## config.mk

```make
export PLATFORM = sky130hd
export DESIGN_NAME = linear_interp_resampler_volume_top
export DESIGN_NICKNAME = d
export VERILOG_FILES = /design/src/hdl/lirv_pkg.sv /design/src/hdl/lirv_fifo.sv /design/src/hdl/lirv_front.sv /design/src/hdl/lirv_back.sv /design/src/hdl/linear_interp_resampler_volume_top.sv
export SDC_FILE = /design/constraint.sdc
export NUM_CORES = 2
export LEC_CHECK = 0
export BUFFER_PORTS_ARGS = -buffer_cell sky130_fd_sc_hd__clkbuf_2
export CAP_MARGIN = 20
export CELL_PAD_IN_SITES_DETAIL_PLACEMENT = 1
export CELL_PAD_IN_SITES_GLOBAL_PLACEMENT = 2
export CORE_ASPECT_RATIO = 1.25
export CORE_MARGIN = 4
export CORE_UTILIZATION = 35
export CTS_CLUSTER_SIZE = 20
export DETAILED_ROUTE_END_ITERATION = 8
export PLACE_DENSITY = 0.79
export SLEW_MARGIN = 20
export SYNTH_ARGS = -nofsm -noshare
export SYNTH_HDL_FRONTEND = slang
export SYNTH_SLANG_ARGS = --single-unit
```

## constraint.sdc

```tcl
create_clock -name clk_i -period 19.53 [get_ports clk_i]
set_input_delay 3.906 -clock clk_i [delete_from_list [all_inputs] [get_ports clk_i]]
set_output_delay 3.906 -clock clk_i [all_outputs]
set_load 0.05 [all_outputs]
```

## src/hdl/lirv_pkg.sv

```systemverilog
// Shared types, constants and codes of the resampler.
`timescale 1ns / 1ps

package lirv_pkg;

  // Sample and register widths
  localparam int SAMPLE_W            = 16;
  localparam int CFG_DATA_W          = 20;
  localparam int VOL_W               = 9;
  localparam int VOL_SHIFT           = 8;
  localparam int DEF_PHASE_FRAC_BITS = 16;

  // Register reset values and limits
  localparam logic [CFG_DATA_W-1:0] STEP_RESET = CFG_DATA_W'(65536);
  localparam logic [VOL_W-1:0]      VOL_MAX    = VOL_W'(256);
  localparam logic [VOL_W-1:0]      VOL_RESET  = VOL_W'(256);

  // Longest output run for one source frame
  localparam int MAX_RUN = 64;

  // Queue depths
  localparam int CMD_DEPTH = 2;
  localparam int OUT_DEPTH = 2;

  // Input op codes
  localparam logic [1:0] OP_FRAME = 2'd0;
  localparam logic [1:0] OP_END   = 2'd1;
  localparam logic [1:0] OP_START = 2'd2;

  // Configuration register indexes
  typedef enum logic {
    REG_STEP_RATIO = 1'b0,
    REG_VOLUME     = 1'b1
  } cfg_reg_e;

  // Command from the front end to the back end
  typedef enum logic {
    CMD_FRAME = 1'b0,
    CMD_START = 1'b1
  } cmd_kind_e;

  typedef struct packed {
    cmd_kind_e                  kind;
    logic signed [SAMPLE_W-1:0] left;
    logic signed [SAMPLE_W-1:0] right;
  } cmd_t;

  // One output word
  typedef struct packed {
    logic signed [SAMPLE_W-1:0] left;
    logic signed [SAMPLE_W-1:0] right;
    logic                       last;
  } out_word_t;

endpackage

```

## src/hdl/lirv_fifo.sv

```systemverilog
// Small register queue with separate push and pop sides.
`timescale 1ns / 1ps

module lirv_fifo #(
  parameter int WIDTH = 8,
  parameter int DEPTH = 2
) (
  input  logic             clk_i,
  input  logic             rst_ni,
  input  logic             push_i,
  input  logic [WIDTH-1:0] wdata_i,
  output logic             full_o,
  input  logic             pop_i,
  output logic [WIDTH-1:0] rdata_o,
  output logic             empty_o
);

  localparam int AW = (DEPTH > 1) ? $clog2(DEPTH) : 1;
  localparam int CW = $clog2(DEPTH + 1);

  logic [WIDTH-1:0] mem_q [DEPTH];
  logic [AW-1:0]    wr_ptr_q, wr_ptr_d;
  logic [AW-1:0]    rd_ptr_q, rd_ptr_d;
  logic [CW-1:0]    count_q, count_d;
  logic             do_push, do_pop;

  assign full_o  = (count_q == CW'(DEPTH));
  assign empty_o = (count_q == '0);
  assign rdata_o = mem_q[rd_ptr_q];
  assign do_push = push_i && !full_o;
  assign do_pop  = pop_i && !empty_o;

  // Advance pointers and fill count
  always_comb begin
    wr_ptr_d = wr_ptr_q;
    rd_ptr_d = rd_ptr_q;
    count_d  = count_q;
    if (do_push) begin
      wr_ptr_d = (wr_ptr_q == AW'(DEPTH - 1)) ? '0 : wr_ptr_q + AW'(1);
    end
    if (do_pop) begin
      rd_ptr_d = (rd_ptr_q == AW'(DEPTH - 1)) ? '0 : rd_ptr_q + AW'(1);
    end
    if (do_push && !do_pop) begin
      count_d = count_q + CW'(1);
    end else if (do_pop && !do_push) begin
      count_d = count_q - CW'(1);
    end
  end

  always_ff @(posedge clk_i or negedge rst_ni) begin
    if (!rst_ni) begin
      wr_ptr_q <= '0;
      rd_ptr_q <= '0;
      count_q  <= '0;
    end else begin
      wr_ptr_q <= wr_ptr_d;
      rd_ptr_q <= rd_ptr_d;
      count_q  <= count_d;
    end
  end

  // Store the pushed word
  always_ff @(posedge clk_i) begin
    if (do_push) begin
      mem_q[wr_ptr_q] <= wdata_i;
    end
  end

endmodule

```

## src/hdl/lirv_front.sv

```systemverilog
// Front end: takes input words and config writes, drops idle items, queues commands.
`timescale 1ns / 1ps

module lirv_front #(
  parameter int PHASE_FRAC_BITS = lirv_pkg::DEF_PHASE_FRAC_BITS
) (
  input  logic                              clk_i,
  input  logic                              rst_ni,
  // input channel
  input  logic                              push,
  output logic                              full,
  input  logic [1:0]                        op_i,
  input  logic signed [lirv_pkg::SAMPLE_W-1:0] in_left_i,
  input  logic signed [lirv_pkg::SAMPLE_W-1:0] in_right_i,
  // configuration
  input  logic                              cfg_wr_en_i,
  input  logic                              cfg_index_i,
  input  logic [lirv_pkg::CFG_DATA_W-1:0]   cfg_data_i,
  // command queue
  input  logic                              cmd_full_i,
  output logic                              cmd_push_o,
  output lirv_pkg::cmd_t                    cmd_o,
  // clamped settings
  output logic [PHASE_FRAC_BITS+3:0]        step_o,
  output logic [lirv_pkg::VOL_W-1:0]        vol_o
);

  import lirv_pkg::*;

  localparam int PH_W  = PHASE_FRAC_BITS + 4;
  localparam int CMP_W = (PH_W > CFG_DATA_W) ? PH_W : CFG_DATA_W;
  localparam logic [CMP_W-1:0] STEP_MIN = CMP_W'(1) << (PHASE_FRAC_BITS - 6);
  localparam logic [CMP_W-1:0] STEP_MAX = CMP_W'(1) << (PHASE_FRAC_BITS + 3);
  localparam logic [CMP_W-1:0] STEP_RST_W = CMP_W'(STEP_RESET);
  localparam logic [CMP_W-1:0] STEP_RST_SAT =
      (STEP_RST_W < STEP_MIN) ? STEP_MIN :
      (STEP_RST_W > STEP_MAX) ? STEP_MAX : STEP_RST_W;

  logic              ended_q, ended_d;
  logic [PH_W-1:0]   step_q, step_d;
  logic [VOL_W-1:0]  vol_q, vol_d;
  logic              accept;
  logic [CMP_W-1:0]  step_raw;
  logic [CMP_W-1:0]  step_sat;
  logic [VOL_W-1:0]  vol_raw;

  assign full   = cmd_full_i;
  assign accept = push && !cmd_full_i;
  assign step_o = step_q;
  assign vol_o  = vol_q;

  // Clamp the settings as they are written
  assign step_raw = CMP_W'(cfg_data_i);
  assign step_sat = (step_raw < STEP_MIN) ? STEP_MIN :
                    (step_raw > STEP_MAX) ? STEP_MAX : step_raw;
  assign vol_raw  = cfg_data_i[VOL_W-1:0];

  always_comb begin
    step_d = step_q;
    vol_d  = vol_q;
    if (cfg_wr_en_i) begin
      unique case (cfg_reg_e'(cfg_index_i))
        REG_STEP_RATIO: step_d = step_sat[PH_W-1:0];
        REG_VOLUME:     vol_d  = (vol_raw > VOL_MAX) ? VOL_MAX : vol_raw;
        default:        step_d = step_q;
      endcase
    end
  end

  // Classify the word: drop it while the stream is over, turn end into a zero frame
  always_comb begin
    ended_d     = ended_q;
    cmd_push_o  = 1'b0;
    cmd_o.kind  = CMD_FRAME;
    cmd_o.left  = in_left_i;
    cmd_o.right = in_right_i;
    if (accept) begin
      unique case (op_i)
        OP_START: begin
          cmd_push_o = 1'b1;
          cmd_o.kind = CMD_START;
          ended_d    = 1'b0;
        end
        OP_FRAME: begin
          cmd_push_o = !ended_q;
        end
        OP_END: begin
          cmd_push_o  = !ended_q;
          cmd_o.left  = '0;
          cmd_o.right = '0;
          ended_d     = 1'b1;
        end
        default: cmd_push_o = 1'b0;
      endcase
    end
  end

  always_ff @(posedge clk_i or negedge rst_ni) begin
    if (!rst_ni) begin
      ended_q <= 1'b1;
      step_q  <= STEP_RST_SAT[PH_W-1:0];
      vol_q   <= VOL_RESET;
    end else begin
      ended_q <= ended_d;
      step_q  <= step_d;
      vol_q   <= vol_d;
    end
  end

endmodule

```

## src/hdl/lirv_back.sv

```systemverilog
// Back end: frame pair, phase sequencer and the interpolate/scale pipeline.
`timescale 1ns / 1ps

module lirv_back #(
  parameter int PHASE_FRAC_BITS = lirv_pkg::DEF_PHASE_FRAC_BITS
) (
  input  logic                        clk_i,
  input  logic                        rst_ni,
  // command queue
  input  logic                        cmd_empty_i,
  input  lirv_pkg::cmd_t              cmd_i,
  output logic                        cmd_pop_o,
  // settings
  input  logic [PHASE_FRAC_BITS+3:0]  step_i,
  input  logic [lirv_pkg::VOL_W-1:0]  vol_i,
  // output queue
  input  logic                        out_full_i,
  output logic                        out_push_o,
  output lirv_pkg::out_word_t         out_word_o
);

  import lirv_pkg::*;

  localparam int PH_W   = PHASE_FRAC_BITS + 4;
  localparam int RUN_W  = $clog2(MAX_RUN);
  localparam int DIFF_W = SAMPLE_W + 1;
  localparam int PROD_W = DIFF_W + PHASE_FRAC_BITS + 1;
  localparam int MUL_W  = SAMPLE_W + VOL_W + 1;
  localparam logic [PH_W-1:0]   PH_ONE    = PH_W'(1) << PHASE_FRAC_BITS;
  localparam logic [PROD_W-1:0] FRAC_MASK = (PROD_W'(1) << PHASE_FRAC_BITS) - PROD_W'(1);

  typedef enum logic {
    ST_IDLE,
    ST_EMIT
  } state_e;

  typedef enum logic [1:0] {
    PR_NONE,
    PR_ONE,
    PR_FULL
  } prime_e;

  state_e                     state_q, state_d;
  prime_e                     primed_q, primed_d;
  logic [PH_W-1:0]            phase_q, phase_d;
  logic [RUN_W-1:0]           count_q, count_d;
  logic signed [SAMPLE_W-1:0] prev_l_q, prev_l_d, prev_r_q, prev_r_d;
  logic signed [SAMPLE_W-1:0] cur_l_q, cur_l_d, cur_r_q, cur_r_d;

  logic            advance;
  logic            issue;
  logic            issue_last;
  logic [PH_W-1:0] phase_next;
  logic [PH_W-1:0] phase_shift;

  // Pipeline registers
  logic                       v1_q, v2_q;
  logic                       last1_q, last2_q;
  logic signed [PROD_W-1:0]   prod_l_q, prod_r_q;
  logic signed [SAMPLE_W-1:0] a_l_q, a_r_q;
  logic signed [MUL_W-1:0]    mul_l_q, mul_r_q;

  logic signed [DIFF_W-1:0]   diff_l, diff_r;
  logic signed [PHASE_FRAC_BITS:0] ph_frac;
  logic signed [PROD_W-1:0]   prod_l_d, prod_r_d;
  logic signed [PROD_W-1:0]   q_l, q_r;
  logic signed [SAMPLE_W-1:0] s_l, s_r;
  logic signed [MUL_W-1:0]    mul_l_d, mul_r_d;

  // Pipeline moves when its last stage is empty or can drain
  assign advance    = !v2_q || !out_full_i;
  assign out_push_o = v2_q && !out_full_i;
  assign cmd_pop_o  = (state_q == ST_IDLE) && !cmd_empty_i;

  assign phase_next  = phase_q + step_i;
  assign issue       = (state_q == ST_EMIT) && advance;
  assign issue_last  = (phase_next >= PH_ONE) || (count_q == RUN_W'(MAX_RUN - 1));
  assign phase_shift = (phase_q >= PH_ONE) ? phase_q - PH_ONE : phase_q;

  // Sequence commands and step the phase over one output run
  always_comb begin
    state_d  = state_q;
    primed_d = primed_q;
    phase_d  = phase_q;
    count_d  = count_q;
    prev_l_d = prev_l_q;
    prev_r_d = prev_r_q;
    cur_l_d  = cur_l_q;
    cur_r_d  = cur_r_q;
    unique case (state_q)
      ST_IDLE: begin
        if (cmd_pop_o) begin
          if (cmd_i.kind == CMD_START) begin
            primed_d = PR_NONE;
            phase_d  = '0;
          end else if (primed_q == PR_NONE) begin
            cur_l_d  = cmd_i.left;
            cur_r_d  = cmd_i.right;
            primed_d = PR_ONE;
          end else begin
            prev_l_d = cur_l_q;
            prev_r_d = cur_r_q;
            cur_l_d  = cmd_i.left;
            cur_r_d  = cmd_i.right;
            count_d  = '0;
            if (primed_q == PR_ONE) begin
              primed_d = PR_FULL;
              state_d  = ST_EMIT;
            end else begin
              phase_d = phase_shift;
              if (phase_shift < PH_ONE) begin
                state_d = ST_EMIT;
              end
            end
          end
        end
      end
      ST_EMIT: begin
        if (issue) begin
          phase_d = phase_next;
          count_d = count_q + RUN_W'(1);
          if (issue_last) begin
            state_d = ST_IDLE;
          end
        end
      end
      default: state_d = ST_IDLE;
    endcase
  end

  always_ff @(posedge clk_i or negedge rst_ni) begin
    if (!rst_ni) begin
      state_q  <= ST_IDLE;
      primed_q <= PR_NONE;
      phase_q  <= '0;
      count_q  <= '0;
      prev_l_q <= '0;
      prev_r_q <= '0;
      cur_l_q  <= '0;
      cur_r_q  <= '0;
    end else begin
      state_q  <= state_d;
      primed_q <= primed_d;
      phase_q  <= phase_d;
      count_q  <= count_d;
      prev_l_q <= prev_l_d;
      prev_r_q <= prev_r_d;
      cur_l_q  <= cur_l_d;
      cur_r_q  <= cur_r_d;
    end
  end

  // Stage 1: difference times phase fraction
  assign diff_l   = $signed({cur_l_q[SAMPLE_W-1], cur_l_q}) -
                    $signed({prev_l_q[SAMPLE_W-1], prev_l_q});
  assign diff_r   = $signed({cur_r_q[SAMPLE_W-1], cur_r_q}) -
                    $signed({prev_r_q[SAMPLE_W-1], prev_r_q});
  assign ph_frac  = $signed({1'b0, phase_q[PHASE_FRAC_BITS-1:0]});
  assign prod_l_d = diff_l * ph_frac;
  assign prod_r_d = diff_r * ph_frac;

  // Stage 2: shift toward zero, add the base sample, apply the gain
  assign q_l = (prod_l_q + $signed(FRAC_MASK & {PROD_W{prod_l_q[PROD_W-1]}}))
               >>> PHASE_FRAC_BITS;
  assign q_r = (prod_r_q + $signed(FRAC_MASK & {PROD_W{prod_r_q[PROD_W-1]}}))
               >>> PHASE_FRAC_BITS;
  assign s_l = a_l_q + q_l[SAMPLE_W-1:0];
  assign s_r = a_r_q + q_r[SAMPLE_W-1:0];
  assign mul_l_d = s_l * $signed({1'b0, vol_i});
  assign mul_r_d = s_r * $signed({1'b0, vol_i});

  always_ff @(posedge clk_i or negedge rst_ni) begin
    if (!rst_ni) begin
      v1_q <= 1'b0;
      v2_q <= 1'b0;
    end else if (advance) begin
      v1_q <= issue;
      v2_q <= v1_q;
    end
  end

  always_ff @(posedge clk_i) begin
    if (advance) begin
      prod_l_q <= prod_l_d;
      prod_r_q <= prod_r_d;
      a_l_q    <= prev_l_q;
      a_r_q    <= prev_r_q;
      last1_q  <= issue_last;
      mul_l_q  <= mul_l_d;
      mul_r_q  <= mul_r_d;
      last2_q  <= last1_q;
    end
  end

  // Floor shift by the gain scale
  assign out_word_o.left  = mul_l_q[VOL_SHIFT +: SAMPLE_W];
  assign out_word_o.right = mul_r_q[VOL_SHIFT +: SAMPLE_W];
  assign out_word_o.last  = last2_q;

  // A run only starts once the pair is primed
  a_emit_primed: assert property (@(posedge clk_i) disable iff (!rst_ni)
    state_q == ST_EMIT |-> primed_q == PR_FULL)
    else $error("output run without a primed frame pair");

  // The phase stays below one for the whole run
  a_emit_phase: assert property (@(posedge clk_i) disable iff (!rst_ni)
    state_q == ST_EMIT |-> phase_q < PH_ONE)
    else $error("phase reached one inside a run");

  // A run continues until the word marked last
  a_run_continues: assert property (@(posedge clk_i) disable iff (!rst_ni)
    issue && !issue_last |=> state_q == ST_EMIT)
    else $error("run stopped before its last word");

  // No command is taken while a run is in progress
  a_no_pop_in_run: assert property (@(posedge clk_i) disable iff (!rst_ni)
    state_q == ST_EMIT |-> !cmd_pop_o)
    else $error("command popped during a run");

endmodule

```

## src/hdl/linear_interp_resampler_volume_top.sv

```systemverilog
// Top level of the linear interpolating resampler with volume.
//
// Input side is a queue: present op_i, in_left_i and in_right_i with push;
// the word is taken on a clock edge where push is high and full is low.
// op_i: frame, end of stream, start of track. Frames and end words are
// dropped until a start word arrives, and again after an end word.
// Output side is a queue: while empty is low the oldest output word is on
// out_left_o, out_right_o and run_last_o; pop takes it. run_last_o marks the
// final word that one input word produces.
// Settings go in through cfg_wr_en_i / cfg_index_i / cfg_data_i; the user
// writes them only while nothing is in flight, not enforced by the block.
// Timing: the back end loads the frame pair of a source frame, then the
// phase sequencer gives one output per cycle unless the output queue is
// full, and takes no new command until the run ends. Start and silent
// frames give no output. A stall on pop backs up the two-stage arithmetic
// pipeline and then the command queue, after which full rises.
// Reset: queues empty, step 1.0, volume unity, stream idle until a start.
`timescale 1ns / 1ps

module linear_interp_resampler_volume_top #(
  parameter int PHASE_FRAC_BITS = lirv_pkg::DEF_PHASE_FRAC_BITS
) (
  input  logic                                 clk_i,
  input  logic                                 rst_ni,
  // input channel
  input  logic                                 push,
  output logic                                 full,
  input  logic [1:0]                           op_i,
  input  logic signed [lirv_pkg::SAMPLE_W-1:0] in_left_i,
  input  logic signed [lirv_pkg::SAMPLE_W-1:0] in_right_i,
  // output channel
  output logic                                 empty,
  input  logic                                 pop,
  output logic signed [lirv_pkg::SAMPLE_W-1:0] out_left_o,
  output logic signed [lirv_pkg::SAMPLE_W-1:0] out_right_o,
  output logic                                 run_last_o,
  // configuration
  input  logic                                 cfg_wr_en_i,
  input  logic                                 cfg_index_i,
  input  logic [lirv_pkg::CFG_DATA_W-1:0]      cfg_data_i
);

  import lirv_pkg::*;

  cmd_t                      cmd_in, cmd_out;
  logic                      cmd_push, cmd_full, cmd_pop, cmd_empty;
  logic [PHASE_FRAC_BITS+3:0] step;
  logic [VOL_W-1:0]          vol;
  out_word_t                 word_in, word_out;
  logic                      word_push, word_full;

  // Accept and classify input words
  lirv_front #(
    .PHASE_FRAC_BITS(PHASE_FRAC_BITS)
  ) u_front (
    .clk_i       (clk_i),
    .rst_ni      (rst_ni),
    .push        (push),
    .full        (full),
    .op_i        (op_i),
    .in_left_i   (in_left_i),
    .in_right_i  (in_right_i),
    .cfg_wr_en_i (cfg_wr_en_i),
    .cfg_index_i (cfg_index_i),
    .cfg_data_i  (cfg_data_i),
    .cmd_full_i  (cmd_full),
    .cmd_push_o  (cmd_push),
    .cmd_o       (cmd_in),
    .step_o      (step),
    .vol_o       (vol)
  );

  // Decouple front and back
  lirv_fifo #(
    .WIDTH($bits(cmd_t)),
    .DEPTH(CMD_DEPTH)
  ) u_cmd_fifo (
    .clk_i   (clk_i),
    .rst_ni  (rst_ni),
    .push_i  (cmd_push),
    .wdata_i (cmd_in),
    .full_o  (cmd_full),
    .pop_i   (cmd_pop),
    .rdata_o (cmd_out),
    .empty_o (cmd_empty)
  );

  // Generate interpolated, scaled words
  lirv_back #(
    .PHASE_FRAC_BITS(PHASE_FRAC_BITS)
  ) u_back (
    .clk_i       (clk_i),
    .rst_ni      (rst_ni),
    .cmd_empty_i (cmd_empty),
    .cmd_i       (cmd_out),
    .cmd_pop_o   (cmd_pop),
    .step_i      (step),
    .vol_i       (vol),
    .out_full_i  (word_full),
    .out_push_o  (word_push),
    .out_word_o  (word_in)
  );

  // Hold results for the receiver
  lirv_fifo #(
    .WIDTH($bits(out_word_t)),
    .DEPTH(OUT_DEPTH)
  ) u_out_fifo (
    .clk_i   (clk_i),
    .rst_ni  (rst_ni),
    .push_i  (word_push),
    .wdata_i (word_in),
    .full_o  (word_full),
    .pop_i   (pop),
    .rdata_o (word_out),
    .empty_o (empty)
  );

  assign out_left_o  = word_out.left;
  assign out_right_o = word_out.right;
  assign run_last_o  = word_out.last;

endmodule
```

==> results by group <==
Run status
  – Outcome: completed

Synth
  – Asr flop ratio synth: 33.5%
  – Sequential fraction of the synthesis area: about 22%
  – Mapped Area: 50900 µm²
  – Area fraction of the dominant cell type after synthesis: 31.1%
  – Top-count cell post-synth: inv_1
  – Commonest cells in the netlist: inv_1 (980), fa_1 (791), nand2_1 (603)
  – Area contributors post-synth: fa_1 (31%), edfxtp_1 (16%), ha_1 (9.7%)
  – Number of flops mapped to enable cells by yosys: 264
  – Top FF cell, synth: edfxtp_1
  – Synth Instances: 5216
  – Syn_nets: 6462
  – Leading area contributor after synthesis: fa_1
  – Synth unique cells: 82
  – Synth Warn #: 0
  – FF+latch count, synth: approximately 400
  – Synthesized area per cell: 9.75 µm²

Worst setup path
  – Most common cell on crit path: fa_1
  – CP Data Required Time: 19.85 ns
  – Kind of critical path: reg -> reg
  – R2R depth: 35
  – Worst stage delay on the critical path: 0.85 ns
  – Crit end category: flop
  – Worst Path Arrival: 10.90 ns
  – Setup crit start kind: flop
  – Worst reg2reg setup slack: 8.94 ns
  – Slowest cell on crit path: a2111oi_1
  – Worst-path maximum fanout: 16
  – RR Startpoint: u_back.prod_l_q[33]$_DFFE_PN_
  – R2R Path End: u_back.mul_l_q[20]$_DFFE_PN_

STA
  – Clk_skew: 0.0230 ns
  – Max Fclk: 0.0945 GHz
  – Setup tns final: 0 ns
  – Final period util: 54.2%
  – RSZ-0062 raised after global routing: false
  – Worst Tran Pin Value: ~1.1 ns
  – Pins Over Slew Limit: 0
  – Min Tclk post-route: 10.59 ns
  – Hold Fails Final Rpt: 0
  – Relative max-transition margin: 27.6%
  – Final worst slack: 8.94 ns
  – Final setup vio count: 0

Clocking
  – Clk pin slew, worst setup/hold paths: 0.07 ns
  – Num CTS Buffers: 39
  – Clock sinks: about 400
  – Clock Path Buffers: 3
  – H-tree depth: 2
  – Post-CTS Resized: 0
  – Setup bufs post-CTS: 0
  – Hold buffers post-CTS: 0
  – Clk Latency, worst-skew pair: 0.58 ns
  – CTS tree: yes
  – Root Buffer: clkbuf_16

Placement
  – HPWL after detailed placement: 109000 µm
  – PortBufs: 94
  – Placed Instances: 7083
  – Setup Slack @ Placement: 8.82 ns
  – Routability cong.: a little over 0.8

GRT
  – Via count of the first global-routing pass: 41200
  – GRT Overall Usage: 19.2%
  – Grt ovf: 0
  – First-pass GRT wire length: 230000 µm
  – Initial antenna violation count: 8
  – Largest net degree at the start of global routing: 70

Layout
  – Area growth syn-to-layout: 8.04%
  – Layout cells sized above 1: around 6%
  – # fillers: ~16000
  – Final Non-Filler Cells: 7156
  – Multi-input gate area: 35300 µm²
  – Sequential Area: 11300 µm²
  – Fin nets: 6474

Drt
  – Wire length per cell: 20.0 µm
  – Vias/cell: 5.07
  – TritonRoute pass-1 iters: 5
  – Drt drc: 0
  – Post-DRT Antenna Nets: 0
  – Routed wire length: 143000 µm
  – First DRT Iteration DRCs: 1683
  – Via count: about 36000

Floorplan
  – Die area: 152000 µm²
  – Core ar.: 144000 µm²
  – Initial Util: 35.2%
  – Height of the die: between 400 and 500 µm
  – Die Wd: roughly 350 µm
  – IO Pins: 95
  – Rows: 156

Flow run
  – Max-Cap Viols: 0

Hold path
  – HP Class: reg -> reg
  – Min-delay src: u_back.last1_q$_DFFE_PN_
  – Hold Crit Depth: 0
  – Hold Path End: u_back.last2_q$_DFFE_PN_
-- per-stage QoR --
step / hold WS, ns / cell area, µm² / util, %
final: 0.443 / 55000 / 38.0
after detailed placement: 0.431 / 53700 / 37.2
after CTS: 0.445 / 54900 / 38.0
after global routing: 0.450 / 55000 / 38.0
after global placement: 0.407 / 53600 / 37.1
after floorplan: 0.400 / 50900 / -
-- worst max path at each step --
stage                                        from                      endpoint  slack (ns)  cells past startpoint
finish              u_back.prod_l_q[33]$_DFFE_PN_  u_back.mul_l_q[20]$_DFFE_PN_        8.94                     35
global route        u_back.prod_l_q[33]$_DFFE_PN_  u_back.mul_l_q[20]$_DFFE_PN_        8.10                     35
CTS                 u_back.prod_l_q[33]$_DFFE_PN_  u_back.mul_l_q[23]$_DFFE_PN_        8.72                     35
detailed placement  u_back.prod_l_q[33]$_DFFE_PN_  u_back.mul_l_q[23]$_DFFE_PN_        8.82                     35
global placement    u_back.prod_r_q[33]$_DFFE_PN_  u_back.mul_r_q[23]$_DFFE_PN_        8.99                     35
floorplan           u_back.prod_r_q[33]$_DFFE_PN_  u_back.mul_r_q[23]$_DFFE_PN_       10.64                     35
-- worst max-delay path: cells and delay by family, from the launching register on --
| kind | cells | cell delay [ns] |
|---|---|---|
| fa+ha+maj | 9 | 3.85 |
| flops | 1 | 0.70 |
| simple gates | 6 | 1.15 |
| buf+inv | 4 | 0.21 |
| xor+xnor | 2 | 0.82 |
| compound gates | 14 | 3.62 |
-- flip-flops by register name (all words and copies together) (netlist names), 2 cells and up --
register and flops:
u_back.a_l_q 16, u_back.a_r_q 16, u_back.count_q 6, u_back.cur_l_q 16, u_back.cur_r_q 16, u_back.mul_l_q 16, u_back.mul_r_q 16, u_back.phase_q 20
u_back.prev_l_q 16, u_back.prev_r_q 16, u_back.primed_q 2, u_back.prod_l_q 33, u_back.prod_r_q 33, u_cmd_fifo.count_q 2, u_cmd_fifo.mem_q 66, u_front.step_o 20
u_front.vol_o 9, u_out_fifo.count_q 2, u_out_fifo.mem_q 66
-- layout by cell type, fill, tap and decap left out, drive strengths merged, types with 11 or more instances in the layout --
cell      n
a211oi   25
a21o     46
a21oi   148
a221oi   18
a22o     21
a31oi    18
and2    368
and3     51
buf      78
clkbuf  140
clkinv   15
dfrtp   130
edfxtp  264
fa      791
ha      395
inv     985
mux2     35
mux2i    40
nand2   603
nand2b   42
nand3   130
nand4    23
nor2    156
nor2b    94
nor3     38
nor3b    17
nor4     14
o211a    11
o211ai   16
o21a     26
o21ai   138
o21bai   15
o31ai    19
or3      14
xnor2   140
xor2     69
-- area by class of cell --
cell class,count,area share (%)
timing repair buffer,171,1.92
sequential,397,20.5
multi-input combinational,3638,64.3
inverter,981,6.70
clock buffer,47,1.83
clock inverter,25,0.471
antenna,1,0.00455
tap,1896,4.32
-- metal layers --
layer / global-route usage (%) / up-vias / share of wire, %
met2: 35.7 / 529 / 52
met1: 24.5 / 19000 / 44
met5: 0 / - / 0.0091
met3: 1.12 / 139 / 2.6
li1: - / 16600 / -
met4: 4.19 / 2 / 2.1
-- kinds of logic (layout without fill, tap and decap cells) --
family                     count (synthesis)  in the layout  synth area share [%]
xor gates and xnor gates                 209            209                  3.60
other                                      0              1                     0
adders and majority gates               1186           1186                  40.8
muxes                                     75             75                  1.56
AOI/OAI and AO/OA                        585            585                  7.64
buffers and inverters                   1181           1224                  8.74
DFF                                      397            397                  22.1
and+or+nand+nor                         1583           1583                  15.5
Power is not shown: default switching activity piles up to over one toggle a cycle in this logic, so the estimate is an artifact.
